===== src/rtl/core/normalized_cross_product_core_defines.svh =====
// Assertion helpers used by the core top level.
`ifndef NORMALIZED_CROSS_PRODUCT_CORE_DEFINES_SVH
`define NORMALIZED_CROSS_PRODUCT_CORE_DEFINES_SVH

// Same-cycle implication, checked out of reset.
`define NCP_ASSERT_NOW(name, ante, cons, msg) \
  name: assert property (@(posedge clk) disable iff (rst) (ante) |-> (cons)) else $error(msg);

// Next-cycle implication, checked out of reset.
`define NCP_ASSERT_NEXT(name, ante, cons, msg) \
  name: assert property (@(posedge clk) disable iff (rst) (ante) |=> (cons)) else $error(msg);

`endif


===== src/rtl/core/ncp_pkg.sv =====
`timescale 1ns / 1ps
package ncp_pkg;

  localparam int CW  = 16;       // input component width, Q8.8
  localparam int OFB = 14;       // output fraction bits
  localparam int OW  = OFB + 2;  // output component width
  localparam int PW  = 2 * CW;   // product width
  localparam int MW  = 2 * CW;   // cross component magnitude width
  localparam int SQW = 4 * CW;   // squared length width
  localparam int RW  = 2 * CW;   // root width

  typedef struct packed {
    logic signed [CW-1:0] ax;
    logic signed [CW-1:0] ay;
    logic signed [CW-1:0] az;
    logic signed [CW-1:0] bx;
    logic signed [CW-1:0] by;
    logic signed [CW-1:0] bz;
  } req_t;

  typedef struct packed {
    logic signed [OW-1:0] ux;
    logic signed [OW-1:0] uy;
    logic signed [OW-1:0] uz;
    logic                 degenerate;
  } rsp_t;

  // One slot of the square-root chain.
  typedef struct packed {
    logic                 valid;
    logic [SQW-1:0]       rad;
    logic [RW+1:0]        rem;
    logic [RW-1:0]        root;
    logic [2:0]           neg;
    logic [2:0][MW-1:0]   mag;
  } sqrt_t;

  // One slot of the divider chain.
  typedef struct packed {
    logic                 valid;
    logic                 deg;
    logic [RW-1:0]        len;
    logic [2:0][RW:0]     r;
    logic [2:0][OFB:0]    q;
    logic [2:0]           neg;
  } div_t;

endpackage


===== src/rtl/core/ncp_div_cell.sv =====
`timescale 1ns / 1ps
module ncp_div_cell (
  input  logic          clk,
  input  logic          rst,
  input  logic          en,
  input  ncp_pkg::div_t prev,
  output ncp_pkg::div_t next
);
  import ncp_pkg::*;

  logic [RW+1:0] rs [3];
  logic [2:0]    ge;

  // Shift each partial remainder and compare with the length.
  always_comb begin
    for (int i = 0; i < 3; i++) begin
      rs[i] = {prev.r[i], 1'b0};
      ge[i] = rs[i] >= {2'b00, prev.len};
    end
  end

  always_ff @(posedge clk) begin
    if (rst) begin
      next.valid <= 1'b0;
    end else if (en) begin
      next.valid <= prev.valid;
    end
  end

  always_ff @(posedge clk) begin
    if (en) begin
      for (int i = 0; i < 3; i++) begin
        next.r[i] <= ge[i] ? (RW+1)'(rs[i] - {2'b00, prev.len}) : (RW+1)'(rs[i]);
        next.q[i] <= {prev.q[i][OFB-1:0], ge[i]};
      end
      next.len <= prev.len;
      next.deg <= prev.deg;
      next.neg <= prev.neg;
    end
  end

endmodule


===== config.mk =====
export PLATFORM = sky130hd
export DESIGN_NAME = ncp_div_cell
export DESIGN_NICKNAME = d
export VERILOG_FILES = /design/src/rtl/core/normalized_cross_product_core_defines.svh /design/src/rtl/core/ncp_pkg.sv /design/src/rtl/core/ncp_div_cell.sv
export SDC_FILE = /design/constraint.sdc
export NUM_CORES = 1
export LEC_CHECK = 0
export BUFFER_PORTS_ARGS = -buffer_cell sky130_fd_sc_hd__clkbuf_2
export CAP_MARGIN = 25
export CORE_MARGIN = 10
export CORE_UTILIZATION = 45
export DETAILED_ROUTE_END_ITERATION = 16
export PLACE_DENSITY = 0.78
export SLEW_MARGIN = 5
export SYNTH_ARGS = -nofsm -noshare
export SYNTH_HDL_FRONTEND = slang
export SYNTH_SLANG_ARGS = --single-unit

===== constraint.sdc =====
create_clock -name clk -period 4 [get_ports clk]
set_input_delay 0.8 -clock clk [delete_from_list [all_inputs] [get_ports clk]]
set_output_delay 0.8 -clock clk [all_outputs]
set_load 0.005 [all_outputs]

Word level (Yosys, flattened, before mapping)
Index checks and enable logic that the tools add are counted.
- muxes and demuxes: 3
- $add $sub $neg: 3
- order comparisons: 3
- operator list (kind ; count):
    >= comparator 34 x 32 -> 1 bit ; 3
    two-way mux 33 bit ; 3
    subtractor 33 x 32 -> 33 bit ; 3
- word-level logic and storage cells: 22
- bits in registers: 181

Longest topological paths before layout
Gate-level depths: netlist of the first run.
- word-level depth: 2
- gate-level depth with buffers: 14
- gate-level depth less buffers: 11

Worst setup path after synthesis of the first run
Ideal clock, no wire load.
- kind: input -> register
- start: in prev[152] (netlist name)
- end: reg next[112] (netlist name), data pin
- cell stages on the path: 11
- library setup time: 260 ps
- data required time: 3740 ps
- slack: 797 ps
- data arrival time: 2943 ps
- path buffers: 1
- path through: inv_1 -> ha_1 -> a21o_1 -> or3_4 -> o221ai_2 -> a21oi_1 -> nor3_2 -> a211o_2 -> nand3_4 -> buf_6 -> mux2_4
- cells in the longest elaborated chain, start to end: 2
- elaborated cells on any way between the ends: 3
- those cells by class: add/sub: 1; order compare: 1; mux: 1
- RTL lines (item ; line ; RTL):
    start: declaration ; ncp_div_cell.sv:6 ; input ncp_pkg::div_t prev,
    subtractor 33 x 32 -> 33 bit / >= comparator 34 x 32 -> 1 bit (equally long branches) ; ncp_div_cell.sv:33, ncp_div_cell.sv:18 ;
    two-way mux 33 bit (*) ; ncp_div_cell.sv:33 ; next.r[i] <= ge[i] ? (RW+1)'(rs[i] - {2'b00, prev.len}) : (RW+1)'(rs[i]);
    end: declaration ; ncp_div_cell.sv:7 ; output ncp_pkg::div_t next
Every way passes the cells marked *; elsewhere a longest branch is shown, timed or not.
A chain may end at the register's enable or synchronous reset.

Worst setup path in the final report of the first run
- start: in prev[158] (netlist name)
- end: reg next[143] (netlist name), data pin
The elaborated chain is that of the path after synthesis.

==> qor.yml, run 1 <==
synthArstFlopShare: 0
hpwl_um: 32700
dp_slack_ps: 130
ys_dominant_reg_cell: "edfxtp_1"
port_buffers: 361
ir_worst_vdd_v: 0.000259
power.leakage_nw: 6.57
antenna_found_initial: 6
ys_seq_area_frac: 0.460
root_buffer: "clkbuf_16"
wl_per_cell_um: 21.2
fillers: 2300
grt_pass1_vias: 10600
crit_type: "input port to register"
cp.required_ps: 4180
finalNetCount: 1801
drtIter0Drc: 679
crit_path_start_kind: "input port"
synth_top_area_frac: 0.458
dieArea_mm2: 0.0331
synth_edf_count: 180
crit_path_end_kind: "register"
slew_headroom: 0.524
grt_max_degree: 91
setup_violations: 0
hold_class: "input port to register"
timing_hold_violations_final: 0
drv_slew: 0
ys_top_cells_by_area: "edfxtp_1 46%, ha_1 10%, a21oi_1 5.6%, nor2_1 3.2%, xnor2_1 3.1%"
p_per_area_mw_per_mm2: 394
area_growth_pct: 24.5
io_pins: 365
tightest_slew_ps: 713
min_from: "rst"
rsz0062_at_grt: "false"
grt_pass1_wl_um: 59300
ant_nets: 0
cp_data_arrival_time_ps: 3640
status: "complete, no violations"
wl_um: 39700
start_util: 0.455
cts_setup_buffers: 0
synth.distinct_cells: 76
cap_violations: 0
whs_endpoint: "next[180]$_SDFFE_PP0P_"
viasPerCell: 5.65
overflow: 0
timing.fmax_ghz: 0.289
regMostFlops: "next"
path_clk_slew_ps: 80
rr_endpoint: "next[180]$_SDFFE_PP0P_"
post-route-min-period_ps: 3460
clk-insertion-delay-late_ps: 430
cts_max_path_buffers: 2
syn_nets: 1434
drive_gt1_frac: 0.298
min_delay_path_depth: 2
finClkSkew_ps: 0
largest_reg_flops: 181
clkSinkCount: 181
synth_area_per_cell_um2: 10.3
cts_inserted_buffers: 17
drtPass1Iterations: 5
critPathMaxFanout: 18
synth_area_mm2: 0.0118
fp.dieW_um: 182
timing.reg2reg.setup_slack_ps: 3370
reg_top3: "next (181)"
cts_tree: "built"
gp_congestion: 0.919
cts_hold_buffers: 0
synthCells: 1151
rows: 59
coreArea_mm2: 0.0259
ys_warn_count: 0
post_cts_resized: 0
route.vias.total: 10600
cts_htree_levels: 4
synth_largest_area_cell: "edfxtp_1"
die_h_um: 182
finalCritPeriodShare: 0.865
crit-reg2reg-launch: "next[180]$_SDFFE_PP0P_"
gr-usage-all-layers: 0.229
ys_seq_elements: 181
totalNegativeSetupSlack_ps: 0
r2r_cells: 2
setup_ws_ps: 541
drc: 0
## per-layer routing
| layer | part of all wire | track usage | vias to the layer above |
|---|---|---|---|
| li1 | - | - | 5042 |
| met5 | 0.00073 | 0 | - |
| met3 | 0.081 | 0.0620 | 58 |
| met1 | 0.39 | 0.263 | 5026 |
| met4 | 0.028 | 0.0817 | 4 |
| met2 | 0.50 | 0.401 | 455 |
## metrics by stage
stage / utilization / std cells / power, mW / hold WS [ps] / instance area (um^2)
2_1_floorplan: - / 1151 / 3.42 / 485 / 11800
3_3_place_gp: 0.544 / 1834 / 4.07 / 480 / 14100
3_5_place_dp: 0.544 / 1834 / 4.11 / 537 / 14100
4_1_cts: 0.566 / 1866 / 5.81 / 499 / 14700
5_1_grt: 0.567 / 1870 / 6.07 / 509 / 14700
6_report: 0.567 / 1872 / 5.78 / 522 / 14700
## worst max-delay path, stage by stage
cell      delay (ps)
clkbuf_2          90
inv_1            130
ha_1             410
and3_1           240
nand4_1          130
a21oi_1          140
o41ai_1           90
buf_4            150
a211oi_2         370
nor3_1           110
o211ai_1         320
buf_4            300
mux2_1           340
## worst max-delay path by stage
stage / to / cells after the start / startpoint
after floorplan: next[112]$_DFFE_PP_ / 11 / prev[152]
after global placement: next[141]$_DFFE_PP_ / 13 / prev[158]
after detailed placement: next[143]$_DFFE_PP_ / 13 / prev[158]
after CTS: next[143]$_DFFE_PP_ / 13 / prev[158]
after global routing: next[143]$_DFFE_PP_ / 13 / prev[158]
final: next[143]$_DFFE_PP_ / 13 / prev[158]
## cell type report
| cell class | count | area, um^2 | share of cell area |
|---|---|---|---|
| timing repair buffer | 388 | 2080 | 0.142 |
| sequential | 181 | 5430 | 0.369 |
| inverter | 60 | 225 | 0.0153 |
| multi-input combinational | 870 | 5940 | 0.404 |
| tap | 335 | 419 | 0.0285 |
| clock inverter | 14 | 151 | 0.0103 |
| antenna | 6 | 15.0 | 0.00102 |
| clock buffer | 18 | 429 | 0.0292 |
## synthesized netlist by cell type (7+ instances only)
cell and instances:
mux2_1 9, a21o_1 43, ha_1 96, mux2_2 8, and3_1 10, nor2_1 102, inv_1 60, xor2_1 38
xnor2_1 42, nand3_1 16, nand2_1 93, o21ai_0 60, nor2b_1 14, nand4_1 24, buf_2 13, o21ai_1 22
clkbuf_1 18, nor3_1 13, o21bai_1 8, edfxtp_1 180, o31ai_1 9, a21oi_1 131, o211ai_1 7, o21a_1 11
a31oi_1 17
## logic make-up (layout without fill, tap and decap cells)
| group | count (synthesis) | after routing | synth area share |
|---|---|---|---|
| multiplexers | 22 | 22 | 0.0213 |
| adder cells (fa/ha/maj) | 99 | 99 | 0.107 |
| AND/OR/NAND/NOR | 300 | 300 | 0.118 |
| AO/OA/AOI/OAI | 369 | 369 | 0.198 |
| buffers and inverters | 100 | 480 | 0.0370 |
| other | 0 | 6 | 0 |
| flip-flops | 181 | 181 | 0.460 |
| XOR/XNOR | 80 | 80 | 0.0594 |
## cells in the final DEF, fill, tap and decap left out, drive strengths merged, types with 15 or more instances in the layout
cell type / count
clkbuf: 379
edfxtp: 180
a21oi: 137
nor2: 102
ha: 96
nand2: 94
o21ai: 85
inv: 69
a21o: 43
xnor2: 42
xor2: 38
buf: 27
nand4: 24
a31oi: 19
mux2: 19
nand3: 17
nor3: 15
## report_power, final
group | internal [mW] | switching (mW)
Combinational | 0.694 | 0.922
Sequential | 2.39 | 0.0701
Clock | 0.842 | 0.868
Note: power is estimated with default switching activity, not from simulation.
==> run 2, diff against run 1 <==
- CTS_BUF_LIST: unset -> sky130_fd_sc_hd__clkbuf_16
- PLACE_DENSITY: 0.78 -> unset
- PLACE_DENSITY_LB_ADDON: unset -> 0.12
==> qor.yml, run 2 (synthesis gave the netlist of run 1 again) <==
status: "complete, no violations"
finalCritPeriodShare: 0.868  # +0.00292
whs_endpoint: "next[180]$_SDFFE_PP0P_"
mostFrequentLayoutCell: "clkbuf_2"
fin_hold_ws_ps: 495  # -26.6 ps
drive_gt1_frac: 0.299  # +0.00137
clk-insertion-delay-late_ps: 450  # +20 ps
placed_area_mm2: 0.0141  # about the same
die_h_um: 182  # unchanged
ir_worst_vdd_v: 0.000292  # +13%
hpwl_um: 31500  # -3.7%
finalNetCount: 1804  # +0.17%
setup_violations: 0  # unchanged
tightest_slew_ps: 723  # +9.69 ps
grt_max_degree: 85  # -6.6%
cp-startpoint: "prev[158]"
timing.fmax_ghz: 0.288  # -0.34%
cts_htree_levels: 4  # unchanged
post_cts_resized: 0  # unchanged
wl_per_cell_um: 20.6  # -3.1%
r2r_cells: 2  # unchanged
finalInstanceArea_mm2: 0.0147  # about the same
area_growth_pct: 24.4  # about the same
cts_max_path_buffers: 2  # unchanged
cts_hold_buffers: 0  # unchanged
timing.reg2reg.setup_slack_ps: 3420  # +50 ps
regMostFlops: "next"
p_per_area_mw_per_mm2: 395  # +0.18%
cts_setup_buffers: 0  # unchanged
drtPass1Iterations: 5  # unchanged
seq_area_mm2: 0.00543  # unchanged
coreArea_mm2: 0.0259  # unchanged
rows: 59  # unchanged
drc: 0  # unchanged
multi_input_area_mm2: 0.00594  # unchanged
cts_tree: "built"
finClkSkew_ps: 0  # unchanged
clkSinkCount: 181  # unchanged
route.vias.total: 10300  # -3.1%
drv_slew: 0  # unchanged
cap_violations: 0  # unchanged
hold_class: "input port to register"
io_pins: 365  # unchanged
drtIter0Drc: 675  # -0.59%
power_mw: 5.79  # +0.11%
largest_reg_flops: 181  # unchanged
critPathMaxFanout: 35  # +17
gr-usage-all-layers: 0.222  # -0.00693
slew_headroom: 0.518  # -0.00646
fillers: 2316  # +0.70%
cts_inserted_buffers: 17  # unchanged
viasPerCell: 5.48  # -3.1%
min_from: "rst"
reg_top3: "next (181)"
crit_type: "input port to register"
grt_pass1_wl_um: 57900  # -2.5%
rr_endpoint: "next[180]$_SDFFE_PP0P_"
root_buffer: "clkbuf_16"
path_clk_slew_ps: 80  # about the same
start_util: 0.455  # unchanged
rsz0062_at_grt: "false"
ant_nets: 0  # unchanged
overflow: 0  # unchanged
grt_pass1_vias: 10200  # -3.1%
cp_data_arrival_time_ps: 3670  # +30 ps
slowest_delay_ps: 410  # about the same
crit_path_start_kind: "input port"
post-route-min-period_ps: 3470  # +11.7 ps
crit_path_end_kind: "register"
gp_congestion: 0.921  # +0.16%
crit-reg2reg-launch: "next[180]$_SDFFE_PP0P_"
crit_chain: "clkbuf_2 > inv_1 > ha_1 > and3_1 > nand4_1 > a21oi_1 > o41ai_1 > buf_4 > a211oi_2 > nor3_1 > o211ai_1 > buf_12 > mux2_1"
wl_um: 38500  # -3.1%
timing_hold_violations_final: 0  # unchanged
layout_common_cells: "360 x clkbuf_2, 180 x edfxtp_1, 131 x a21oi_1"
dieArea_mm2: 0.0331  # unchanged
cp.required_ps: 4200  # +20 ps
power.leakage_nw: 6.58  # +0.11%
slowest_stage: "ha_1"
min_delay_path_depth: 2  # unchanged
port_buffers: 361  # unchanged
totalNegativeSetupSlack_ps: 0  # unchanged
antenna_found_initial: 4  # -2
fp.dieW_um: 182  # unchanged
## run 2: cell count changes in the layout (fill, tap and decap cells not counted), sizes merged
cell,change
inv,+2
clkinv,-1
buf,+3
clkbuf,-1
diode,-3
## run 2: power breakdown
| part | switching, mW | internal (mW) | total (mW) |
|---|---|---|---|
| clock network | 0.889 | 0.842 | 1.73 |
| logic | 0.912 | 0.695 | 1.61 |
| registers | 0.0658 | 2.39 | 2.45 |
## run 2: layer usage
metal	vias up	GRT usage	wire [um]
met3	42	0.0511	2600
met5	-	0	13
met2	362	0.379	18800
li1	5048	-	-
met1	4805	0.276	16400
met4	2	0.0599	643
## run 2: layout make-up
cell class	count	share of cell area
Tap cell	335	0.0286
Inverter	60	0.0153
Clock inverter	15	0.0106
Multi-Input combinational cell	870	0.405
Timing Repair Buffer	391	0.142
Clock buffer	17	0.0290
Sequential cell	181	0.370
Antenna cell	3	0.000512
## run 2: through the flow
step | instances | setup WS (ps) | util
after floorplan | 1151 | 797 | -
after global placement | 1837 | 121 | 0.544
after detailed placement | 1837 | 68.9 | 0.544
after CTS | 1869 | 530 | 0.566
after global routing | 1871 | 341 | 0.566
final | 1872 | 529 | 0.566
## run 2: worst max path at each step
| stage | endpoint | slack [ps] | cells after the start |
|---|---|---|---|
| after CTS | next[125]$_DFFE_PP_ | 530 | 13 |
| after detailed placement | next[125]$_DFFE_PP_ | 70 | 13 |
| final | next[125]$_DFFE_PP_ | 530 | 13 |
| after floorplan | next[112]$_DFFE_PP_ | 800 | 11 |
| after global placement | next[128]$_DFFE_PP_ | 120 | 13 |
| after global routing | next[86]$_DFFE_PP_ | 340 | 13 |
## run 2: worst max-delay path, delay by kind of cell
family / cells / cell delay [ps]
fa+ha+maj: 1 / 410
simple gates: 3 / 550
compound gates: 4 / 930
mux: 1 / 350
buf+inv: 4 / 620
