<file path="config.mk">
export PLATFORM = sky130hd
export DESIGN_NAME = ncp_sqrt_cell
export DESIGN_NICKNAME = d
export VERILOG_FILES = /design/src/rtl/core/normalized_cross_product_core_defines.svh /design/src/rtl/core/ncp_pkg.sv /design/src/rtl/core/ncp_sqrt_cell.sv
export SDC_FILE = /design/constraint.sdc
export NUM_CORES = 1
export LEC_CHECK = 0
export BUFFER_PORTS_ARGS = -buffer_cell sky130_fd_sc_hd__buf_2
export CORE_AREA = 2 2 180 182
export CTS_BUF_LIST = sky130_fd_sc_hd__clkbuf_2
export CTS_CLUSTER_DIAMETER = 200
export DETAILED_ROUTE_END_ITERATION = 10
export DIE_AREA = 0 0 182 184
export GPL_TIMING_DRIVEN = 0
export SLEW_MARGIN = 40
export SYNTH_ARGS = -nofsm -noshare
export SYNTH_HDL_FRONTEND = slang
export SYNTH_SLANG_ARGS = --single-unit
</file>
<file path="constraint.sdc">
create_clock -name clk -period 7.9 [get_ports clk]
set_input_delay 0.79 -clock clk [delete_from_list [all_inputs] [get_ports clk]]
set_output_delay 0.79 -clock clk [all_outputs]
set_load 0.01 [all_outputs]
</file>
<file path="src/rtl/core/normalized_cross_product_core_defines.svh">
// Assertion helpers used by the core top level.
`ifndef NORMALIZED_CROSS_PRODUCT_CORE_DEFINES_SVH
`define NORMALIZED_CROSS_PRODUCT_CORE_DEFINES_SVH

// Same-cycle implication, checked out of reset.
`define NCP_ASSERT_NOW(name, ante, cons, msg) \
  name: assert property (@(posedge clk) disable iff (rst) (ante) |-> (cons)) else $error(msg);

// Next-cycle implication, checked out of reset.
`define NCP_ASSERT_NEXT(name, ante, cons, msg) \
  name: assert property (@(posedge clk) disable iff (rst) (ante) |=> (cons)) else $error(msg);

`endif

</file>
<file path="src/rtl/core/ncp_pkg.sv">
`timescale 1ns / 1ps
package ncp_pkg;

  localparam int CW  = 16;       // input component width, Q8.8
  localparam int OFB = 14;       // output fraction bits
  localparam int OW  = OFB + 2;  // output component width
  localparam int PW  = 2 * CW;   // product width
  localparam int MW  = 2 * CW;   // cross component magnitude width
  localparam int SQW = 4 * CW;   // squared length width
  localparam int RW  = 2 * CW;   // root width

  typedef struct packed {
    logic signed [CW-1:0] ax;
    logic signed [CW-1:0] ay;
    logic signed [CW-1:0] az;
    logic signed [CW-1:0] bx;
    logic signed [CW-1:0] by;
    logic signed [CW-1:0] bz;
  } req_t;

  typedef struct packed {
    logic signed [OW-1:0] ux;
    logic signed [OW-1:0] uy;
    logic signed [OW-1:0] uz;
    logic                 degenerate;
  } rsp_t;

  // One slot of the square-root chain.
  typedef struct packed {
    logic                 valid;
    logic [SQW-1:0]       rad;
    logic [RW+1:0]        rem;
    logic [RW-1:0]        root;
    logic [2:0]           neg;
    logic [2:0][MW-1:0]   mag;
  } sqrt_t;

  // One slot of the divider chain.
  typedef struct packed {
    logic                 valid;
    logic                 deg;
    logic [RW-1:0]        len;
    logic [2:0][RW:0]     r;
    logic [2:0][OFB:0]    q;
    logic [2:0]           neg;
  } div_t;

endpackage

</file>
<file path="src/rtl/core/ncp_sqrt_cell.sv">
`timescale 1ns / 1ps
module ncp_sqrt_cell (
  input  logic           clk,
  input  logic           rst,
  input  logic           en,
  input  ncp_pkg::sqrt_t prev,
  output ncp_pkg::sqrt_t next
);
  import ncp_pkg::*;

  logic [RW+3:0] rem_w;
  logic [RW+3:0] trial;
  logic          ge;

  // Bring down two radicand bits and try the next root bit.
  always_comb begin
    rem_w = {prev.rem, prev.rad[SQW-1 -: 2]};
    trial = {2'b00, prev.root, 2'b01};
    ge    = rem_w >= trial;
  end

  always_ff @(posedge clk) begin
    if (rst) begin
      next.valid <= 1'b0;
    end else if (en) begin
      next.valid <= prev.valid;
    end
  end

  always_ff @(posedge clk) begin
    if (en) begin
      next.rad  <= {prev.rad[SQW-3:0], 2'b00};
      next.rem  <= ge ? (RW+2)'(rem_w - trial) : (RW+2)'(rem_w);
      next.root <= {prev.root[RW-2:0], ge};
      next.neg  <= prev.neg;
      next.mag  <= prev.mag;
    end
  end

endmodule

</file>
# Yosys cells after proc, flatten, opt, wreduce, memory -nomap -nowiden
# Index checks and enable logic that the tools add are counted.
# totals
input_bits,233
reg_bits,228
wordCells,11
out_inout_bits,230
# op_classes
add_sub_neg,1
order_cmp,1
mux,1
# op_table
operator,n
$ge 36x34->1,1
$mux 34,1
$sub 34x34->34,1

# Longest topological paths before layout
# Gate-level depths: netlist of run 1.
# logic_depth
ltp_word,2
mapped_depth,13
ltp_nobuf,10

# Least setup slack after synthesis of run 1
# OpenSTA, ideal clock, no wires.
# synth_timing
path_kind,input port to flip-flop
from,in prev[126] (netlist bit)
to,"reg next[134] (netlist bit), data pin"
path_buffers,1
required_time_ps,7638
setup_ps,262
path_stages,10
t_arrival_ps,2910
slack_ps,4728
cell_sequence,inv_1 ha_1 a21o_1 a21o_1 a21o_1 a311o_1 a211oi_1 o21a_1 buf_4 mux2_1
# synth_via
elab_chain_cells,2
# synth_lines
item,line,source
"start, declared",ncp_sqrt_cell.sv:6,"input ncp_pkg::sqrt_t prev,"
$ge 36x34->1,ncp_sqrt_cell.sv:19,ge = rem_w >= trial;
$mux 34,ncp_sqrt_cell.sv:33,next.rem <= ge ? (RW+2)'(rem_w - trial) : (RW+2)'(rem_w);
"end, declared",ncp_sqrt_cell.sv:7,output ncp_pkg::sqrt_t next
# Every way passes these cells.
# A chain may end at the register's enable or synchronous reset.

# Worst setup path in the final report of run 1
# layout_timing
from,in prev[109] (netlist bit)
to,"reg next[158] (netlist bit), data pin"
# layout_via
elab_chain_cells,2
elab_cells_between_ends,3
# layout_lines
item,line
$sub 34x34->34 / $ge 36x34->1 (equally long branches),"ncp_sqrt_cell.sv:33, ncp_sqrt_cell.sv:19"
$mux 34 *,ncp_sqrt_cell.sv:33
# Every way passes the cells marked *; elsewhere a longest branch is shown, timed or not.

==> results of run 1 <==
worst max-delay path, delay by kind of cell:
| family | cells | cell delay [ps] |
|---|---|---|
| adder cells (fa/ha/maj) | 1 | 370 |
| AND/OR/NAND/NOR | 2 | 480 |
| AO/OA/AOI/OAI | 4 | 1090 |
| buffers and inverters | 3 | 690 |
| multiplexers | 2 | 550 |
final timing paths:
kind / from / end / depth (start not counted)
worst max-delay path: prev[109] / next[158]$_DFFE_PP_ / 12
worst min-delay path: prev[212] / next[214]$_DFFE_PP_ / 1
worst max register to register: next[229]$_SDFFE_PP0P_ / next[229]$_SDFFE_PP0P_ / 2
worst min register to register: next[229]$_SDFFE_PP0P_ / next[229]$_SDFFE_PP0P_ / 2
per-stage QoR:
step | hold slack (ps) | worst slack (ps) | std cells | cell area, sq um | util
2_1_floorplan | 528 | 4730 | 597 | 9230 | -
3_3_place_gp | 488 | 2810 | 1459 | 12000 | 0.383
3_5_place_dp | 496 | 4030 | 1462 | 12100 | 0.386
4_1_cts | 0.613 | 4650 | 1733 | 14300 | 0.456
5_1_grt | -5.99 | 4410 | 1746 | 14300 | 0.457
6_report | 95.3 | 4520 | 1748 | 14300 | 0.457
cell usage after synthesis, types with 2 or more instances:
library cell  instances
edfxtp_1            227
o21ai_1              31
and3_1                9
a21boi_0              2
mux2i_1               4
nand3_1               4
nand2_1              48
and2_1                6
nand4_1               7
a311oi_4              2
inv_1                41
nor3_1                8
nor2b_1               2
buf_4                 3
a31o_1                2
ha_1                 34
a21oi_1              26
xnor2_1              12
o211ai_1              3
nand2b_1              6
a21o_1               21
clkbuf_1              5
xor2_1               16
o221ai_1              2
nor2_1               15
o31a_1                2
o21ai_0              12
mux2_1                3
buf_2                 6
a31oi_1               5
o31ai_1               3
o41ai_1               3
area by class of cell:
| cell class | count | area share |
|---|---|---|
| Sequential cell | 228 | 0.477 |
| Clock inverter | 13 | 0.00645 |
| Inverter | 42 | 0.0110 |
| Timing Repair Buffer | 622 | 0.278 |
| Multi-Input combinational cell | 313 | 0.151 |
| Antenna cell | 15 | 0.00262 |
| Buffer | 14 | 0.00497 |
| Tap cell | 402 | 0.0351 |
| Clock buffer | 99 | 0.0345 |
power groups by stage:
stage | Combinational [uW] | Clock [uW] | Sequential [uW]
global route | 596 | 978 | 1500
CTS | 550 | 917 | 1490
detailed placement | 481 | 0 | 1510
finish | 547 | 881 | 1490
global placement | 471 | 0 | 1520
floorplan | 162 | 0 | 1580
logic make-up (layout without fill, tap and decap cells):
kind of cell    after synthesis  after routing  synth area share
buf+inv                      56            790            0.0248
fa+ha+maj                    34             34            0.0461
other cells                   1             17          0.000406
simple gates                113            113            0.0595
mux                           7              7           0.00800
flops                       228            228             0.741
compound gates              129            129            0.0936
xor+xnor                     28             28            0.0266
per-layer routing:
layer,track usage,wire (um),up-vias
li1,-,-,3682
met1,0.201,11900,3686
met2,0.326,16700,364
met3,0.0751,2950,74
met4,0.0945,1090,0
met5,0,0,-
==> metrics.txt, run 1 <==
skew final 0 ps; Netlist cell types 58; Hold WC Path Type input pin to flop; Port Buffers 460; cell taking the most area after synthesis edfxtp_1; htree depth 3; fmax 0.295 GHz; DRT Pass-1 Iters 6; TritonCTS clock tree built; Cells after Synth 596; vias 7806; Worst path slowest cell dlygate4sd3_1; # fillers 2924; Cell Rows 65; Area Growth Syn to Fin 55.5%; largest registers next: 228 flops; Die ar. 0.0335 sq mm; max_slew headroom 0.590; Sw Ratio 0.289; Ys Warns 0; commonest non-fill, non-tap cell in the layout buf_2; vias in the first global route 8222; Setup-failing EPs final 0; clock sink count 228; Final period util 0.428; Post-synth EDFFs 227; Pwr Total 2920 uW; GRT Overall Usage 0.189; initial core utilization 0.294; max-cap violation count 0; largest net degree at the start of global routing 75; mapped cell area 0.00923 sq mm; global-route wire length before repair 46900 um; TritonCTS buffer count 66; Top FF cell, synth edfxtp_1; slowest stage delay, CP 530 ps; Vias/cell 4.47; Layout Nets 1554; Sequential Power Share 0.510; Static Leak 0.00643 uW; post-route ant nets 0; CTS root buf clkbuf_2; fin crit period 3380 ps; layout cells sized above 1 0.441; Setup Crit Path Kind input pin to flop; main area contributors after synthesis edfxtp_1 (74%), ha_1 (4.6%), nand2_1 (2.0%), a21o_1 (1.7%), o21ai_1 (1.7%); initial antenna violation count 14; RSZ-0062 raised after global routing false; Initial DRC Count 444; register area 0.00684 sq mm; type of origin of the critical path input pin; Psw 843 uW; final global-route overflow total 0; endpoints failing hold 0; Comb pwr share 0.188; Critical Path, Cell by Cell dlygate4sd3_1 -> buf_2 -> inv_1 -> ha_1 -> and3_1 -> and2_1 -> a221oi_2 -> o211ai_1 -> o2bb2ai_1 -> mux2i_1 -> o221ai_1 -> mux2_1; WL/cell 18.7 um; status finished clean; setup TNS 0 ps; maximum root-to-sink buffer count 3; r2r setup slk 7310 ps; area of the multi-input gates 0.00216 sq mm; critical path endpoint category flop; drt total wl 32700 um; Int Pwr 2070 uW; dpl hpwl 24400 um; Core Region 0.0314 sq mm; post-synthesis sequential area ratio 0.741; Final GP Congestion 0.837; Post-CTS Resized 0; Top reg by flops next; number of flip-flops in the largest register 228; chip height 184 um; die width 182 um; worst skew pair latency 870 ps; CP Data Required Time 8500 ps; Avg Inst Size Synth 15.5 sq um; most frequent cells in the layout buf_2 (465), edfxtp_1 (227), dlygate4sd3_1 (159); clock power share 0.302; Worst-path clk slew 100 ps; ys async rst share 0; VDD IR max 0.0000810 V; pwr dens 203 mW/mm^2; DRC 0; Hold-fix buffers, CTS 159; Pins Over Slew Limit 0; crit path DAT 3990 ps; Max FO, Critical Path 5; Yosys reg bits 228; post-CTS setup buffers 0; Synth top area share 0.739; worst-margin pin slew 612 ps; I/O pin cnt 463
(Power assumes the default switching activity.)
==> inputs of run 2 (changes only) <==
--- a/config.mk
+++ b/config.mk
@@ -5,12 +5,13 @@
 export SDC_FILE = /design/constraint.sdc
 export NUM_CORES = 1
 export LEC_CHECK = 0
+export ABC_AREA = 1
 export BUFFER_PORTS_ARGS = -buffer_cell sky130_fd_sc_hd__buf_2
-export CORE_AREA = 2 2 180 182
+export CORE_AREA = 2 2 178 180
 export CTS_BUF_LIST = sky130_fd_sc_hd__clkbuf_2
 export CTS_CLUSTER_DIAMETER = 200
 export DETAILED_ROUTE_END_ITERATION = 10
-export DIE_AREA = 0 0 182 184
+export DIE_AREA = 0 0 180 182
 export GPL_TIMING_DRIVEN = 0
 export SLEW_MARGIN = 40
 export SYNTH_ARGS = -nofsm -noshare
==> constraint.sdc (replaced) <==
create_clock -name clk -period 2.95 [get_ports clk]
set_input_delay 0.295 -clock clk [delete_from_list [all_inputs] [get_ports clk]]
set_output_delay 0.295 -clock clk [all_outputs]
set_load 0.01 [all_outputs]
==> run 2 against run 1 <==
  * Non-clock buffer count up 69
  * Combinational power rose to 3.0 times the previous value
  * Die area down 2.2%
  * Register-to-register slack worse by 5600 ps
  * Wire length up 10%
  * Global-route usage up 2.6 points
  * Worst hold slack better by 25 ps
  * Utilization up 5.0 points
  * Sequential power rose to 2.7 times the previous value
  * Sequential share of layout area down 4.1 points
==> metrics.txt, run 2 <==
die width 180 um (-1.1%); DRC 0 (unchanged); max_slew headroom 0.577 (-0.0127); global-route wire length before repair 53700 um (+14%); Psw 2330 uW (+180%); commonest cells in the synthesized netlist nand2_1 (283), edfxtp_1 (227), inv_1 (139); Int Pwr 5460 uW (+160%); largest registers next: 228 flops; r2r setup slk 1760 ps (-5550 ps); Sequential Power Share 0.511 (about the same); ys async rst share 0 (unchanged); Netlist cell types 27 (-53%); main area contributors after synthesis edfxtp_1 (69%), nand2_1 (11%), inv_1 (5.3%), ha_1 (4.3%), nor2_1 (2.0%); Port Buffers 460 (unchanged); Initial DRC Count 390 (-12%); setup TNS 0 ps (unchanged); Worst-path clk slew 130 ps (+30 ps); Cell Rows 65 (unchanged); maximum root-to-sink buffer count 3 (unchanged); type of origin of the critical path input pin; drt total wl 36100 um (+10%); Ys Warns 0 (unchanged); mapped cell area 0.00993 sq mm (+7.6%); htree depth 2 (-1); DRT Pass-1 Iters 4 (-2); final global-route overflow total 0 (unchanged); TritonCTS clock tree built; Die ar. 0.0328 sq mm (-2.2%); chip height 182 um (-1.1%); Final GP Congestion 0.865 (+3.4%); WL/cell 17.3 um (-7.5%); I/O pin cnt 463 (unchanged); Static Leak 0.00758 uW (+18%); largest net degree at the start of global routing 76 (+1.3%); worst-margin pin slew 627 ps (+15.2 ps); initial core utilization 0.320 (+0.0264); crit path to next[153]$_DFFE_PP_; Pwr Total 7790 uW (+170%); Pins Over Slew Limit 0 (unchanged); critical path endpoint category flop; VDD IR max 0.000216 V (+170%); worst skew pair latency 880 ps (about the same); GRT Overall Usage 0.215 (+0.0260); Cells after Synth 877 (+47%); Area Growth Syn to Fin 58.2%; layout cells sized above 1 0.347 (-0.0940); post-route ant nets 0 (unchanged); vias 9172 (+17%); crit path DAT 3380 ps (-610 ps); skew final 0 ps (unchanged); Core Region 0.0310 sq mm (-1.3%); max-cap violation count 0 (unchanged); CP Data Required Time 3590 ps (-4910 ps); fin crit period 2740 ps; CTS root buf clkbuf_2; Setup Crit Path Kind input pin to flop; Vias/cell 4.39 (-1.6%); most frequent cells in the layout buf_2 (459), nand2_1 (283), dlygate4sd3_1 (234); Post-CTS Resized 0 (unchanged); commonest non-fill, non-tap cell in the layout buf_2; worst slack, placed 316 ps (-3710 ps); crit path launch prev[112]; Yosys reg bits 228 (unchanged); fmax 0.364 GHz; area of the multi-input gates 0.00249 sq mm (+15%); clock power share 0.279 (-0.023); Setup-failing EPs final 0 (unchanged); # fillers 2811 (-3.9%); Hold WC Path Type input pin to flop; pwr dens 496 mW/mm^2 (+140%); post-synthesis sequential area ratio 0.689 (-0.0522); TritonCTS buffer count 61 (-7.6%); Synth top area share 0.687 (-0.0521); clock sink count 228 (unchanged); FF-to-FF End next[229]$_SDFFE_PP0P_; Comb pwr share 0.211 (+0.023); Final period util 0.930; Post-synth EDFFs 227 (unchanged); Top reg by flops next; RSZ-0062 raised after global routing false; Sw Ratio 0.299 (+0.0105); Max FO, Critical Path 10 (+5); reg2reg start next[229]$_SDFFE_PP0P_; cell taking the most area after synthesis edfxtp_1; initial antenna violation count 6 (-8); Layout Nets 1905 (+23%); Top FF cell, synth edfxtp_1; worst reg2reg path depth 3 (+1); final worst setup slack 206 ps (-4310 ps); Avg Inst Size Synth 11.3 sq um (-27%); most frequent cell after synthesis nand2_1; register area 0.00684 sq mm (unchanged); Final Util 0.507 (+0.0499); vias in the first global route 9701 (+18%); Hold-fix buffers, CTS 234 (+47%); status finished clean; post-CTS setup buffers 0 (unchanged); number of flip-flops in the largest register 228 (unchanged); dpl hpwl 26800 um (+9.7%); endpoints failing hold 0 (unchanged); worst hold slack 120 ps (+24.9 ps)
## run 2: changes by cell type in the layout (fill, tap and decap cells not counted), moves of 21 or more
cell,before,now
o21ai_1,31,0
a21o_1,21,0
nand3_1,4,38
nand2_1,48,283
dlygate4sd3_1,159,234
nor2_1,15,54
inv_1,41,139
## run 2: worst min path at each step
stage               startpoint                     end  cells after the start
floorplan                  rst  next[229]$_SDFFE_PP0P_                      1
global placement           rst  next[229]$_SDFFE_PP0P_                      2
detailed placement         rst  next[229]$_SDFFE_PP0P_                      2
CTS                   prev[91]      next[91]$_DFFE_PP_                      2
global route           prev[9]       next[9]$_DFFE_PP_                      2
finish                 prev[9]       next[9]$_DFFE_PP_                      2
## run 2: cell type report
| class | count | area share |
|---|---|---|
| multi-input cells | 502 | 0.159 |
| clock buffers | 91 | 0.0290 |
| inverters | 140 | 0.0336 |
| clock inverters | 14 | 0.00414 |
| diodes | 6 | 0.000956 |
| well taps | 402 | 0.0320 |
| repair buffers | 697 | 0.302 |
| flip-flops and latches | 228 | 0.435 |
| plain buffers | 8 | 0.00454 |
## run 2: per-layer routing
metal	vias up	routed length, um	global-route usage
met5	-	13	0
met4	2	1090	0.0868
met3	82	2320	0.0529
met2	374	18900	0.388
met1	4267	13800	0.242
li1	4447	-	-
## run 2: critical path: stages
cell and delay (ps):
dlygate4sd3_1 540, buf_2 120, inv_1 40, ha_1 340, nand2_1 120, nor2_1 290, nand2_1 90, nor2_1 200
nand2_1 100, a21oi_2 140, nor2_2 80, nand2_8 130, inv_4 90, buf_6 150, nand2_1 50, nand2_1 40
dlygate4sd3_1 550
## run 2: logic make-up (layout without fill, tap and decap cells)
group | count (synthesis) | after routing | share of synthesized area
fa+ha+maj | 34 | 34 | 0.0429
other cells | 1 | 8 | 0.000378
mux | 1 | 1 | 0.00101
xor+xnor | 18 | 18 | 0.0159
simple gates | 405 | 405 | 0.168
flops | 228 | 228 | 0.689
compound gates | 42 | 42 | 0.0229
buf+inv | 148 | 950 | 0.0604
## run 2: per-stage QoR
step                      instances  instance area (sq um)
after global placement         1740                  12700
after detailed placement       1743                  12800
after global routing           2087                  15700
after CTS                      2082                  15700
final                          2088                  15700
after floorplan                 878                   9930
## run 2: power by group through the flow
stage	logic (uW)	registers (uW)	clock network, uW
2_1_floorplan	486	4210	0
3_3_place_gp	1350	4060	0
3_5_place_dp	1360	4050	0
4_1_cts	1640	3980	2230
5_1_grt	1800	4010	2410
6_report	1640	3980	2170
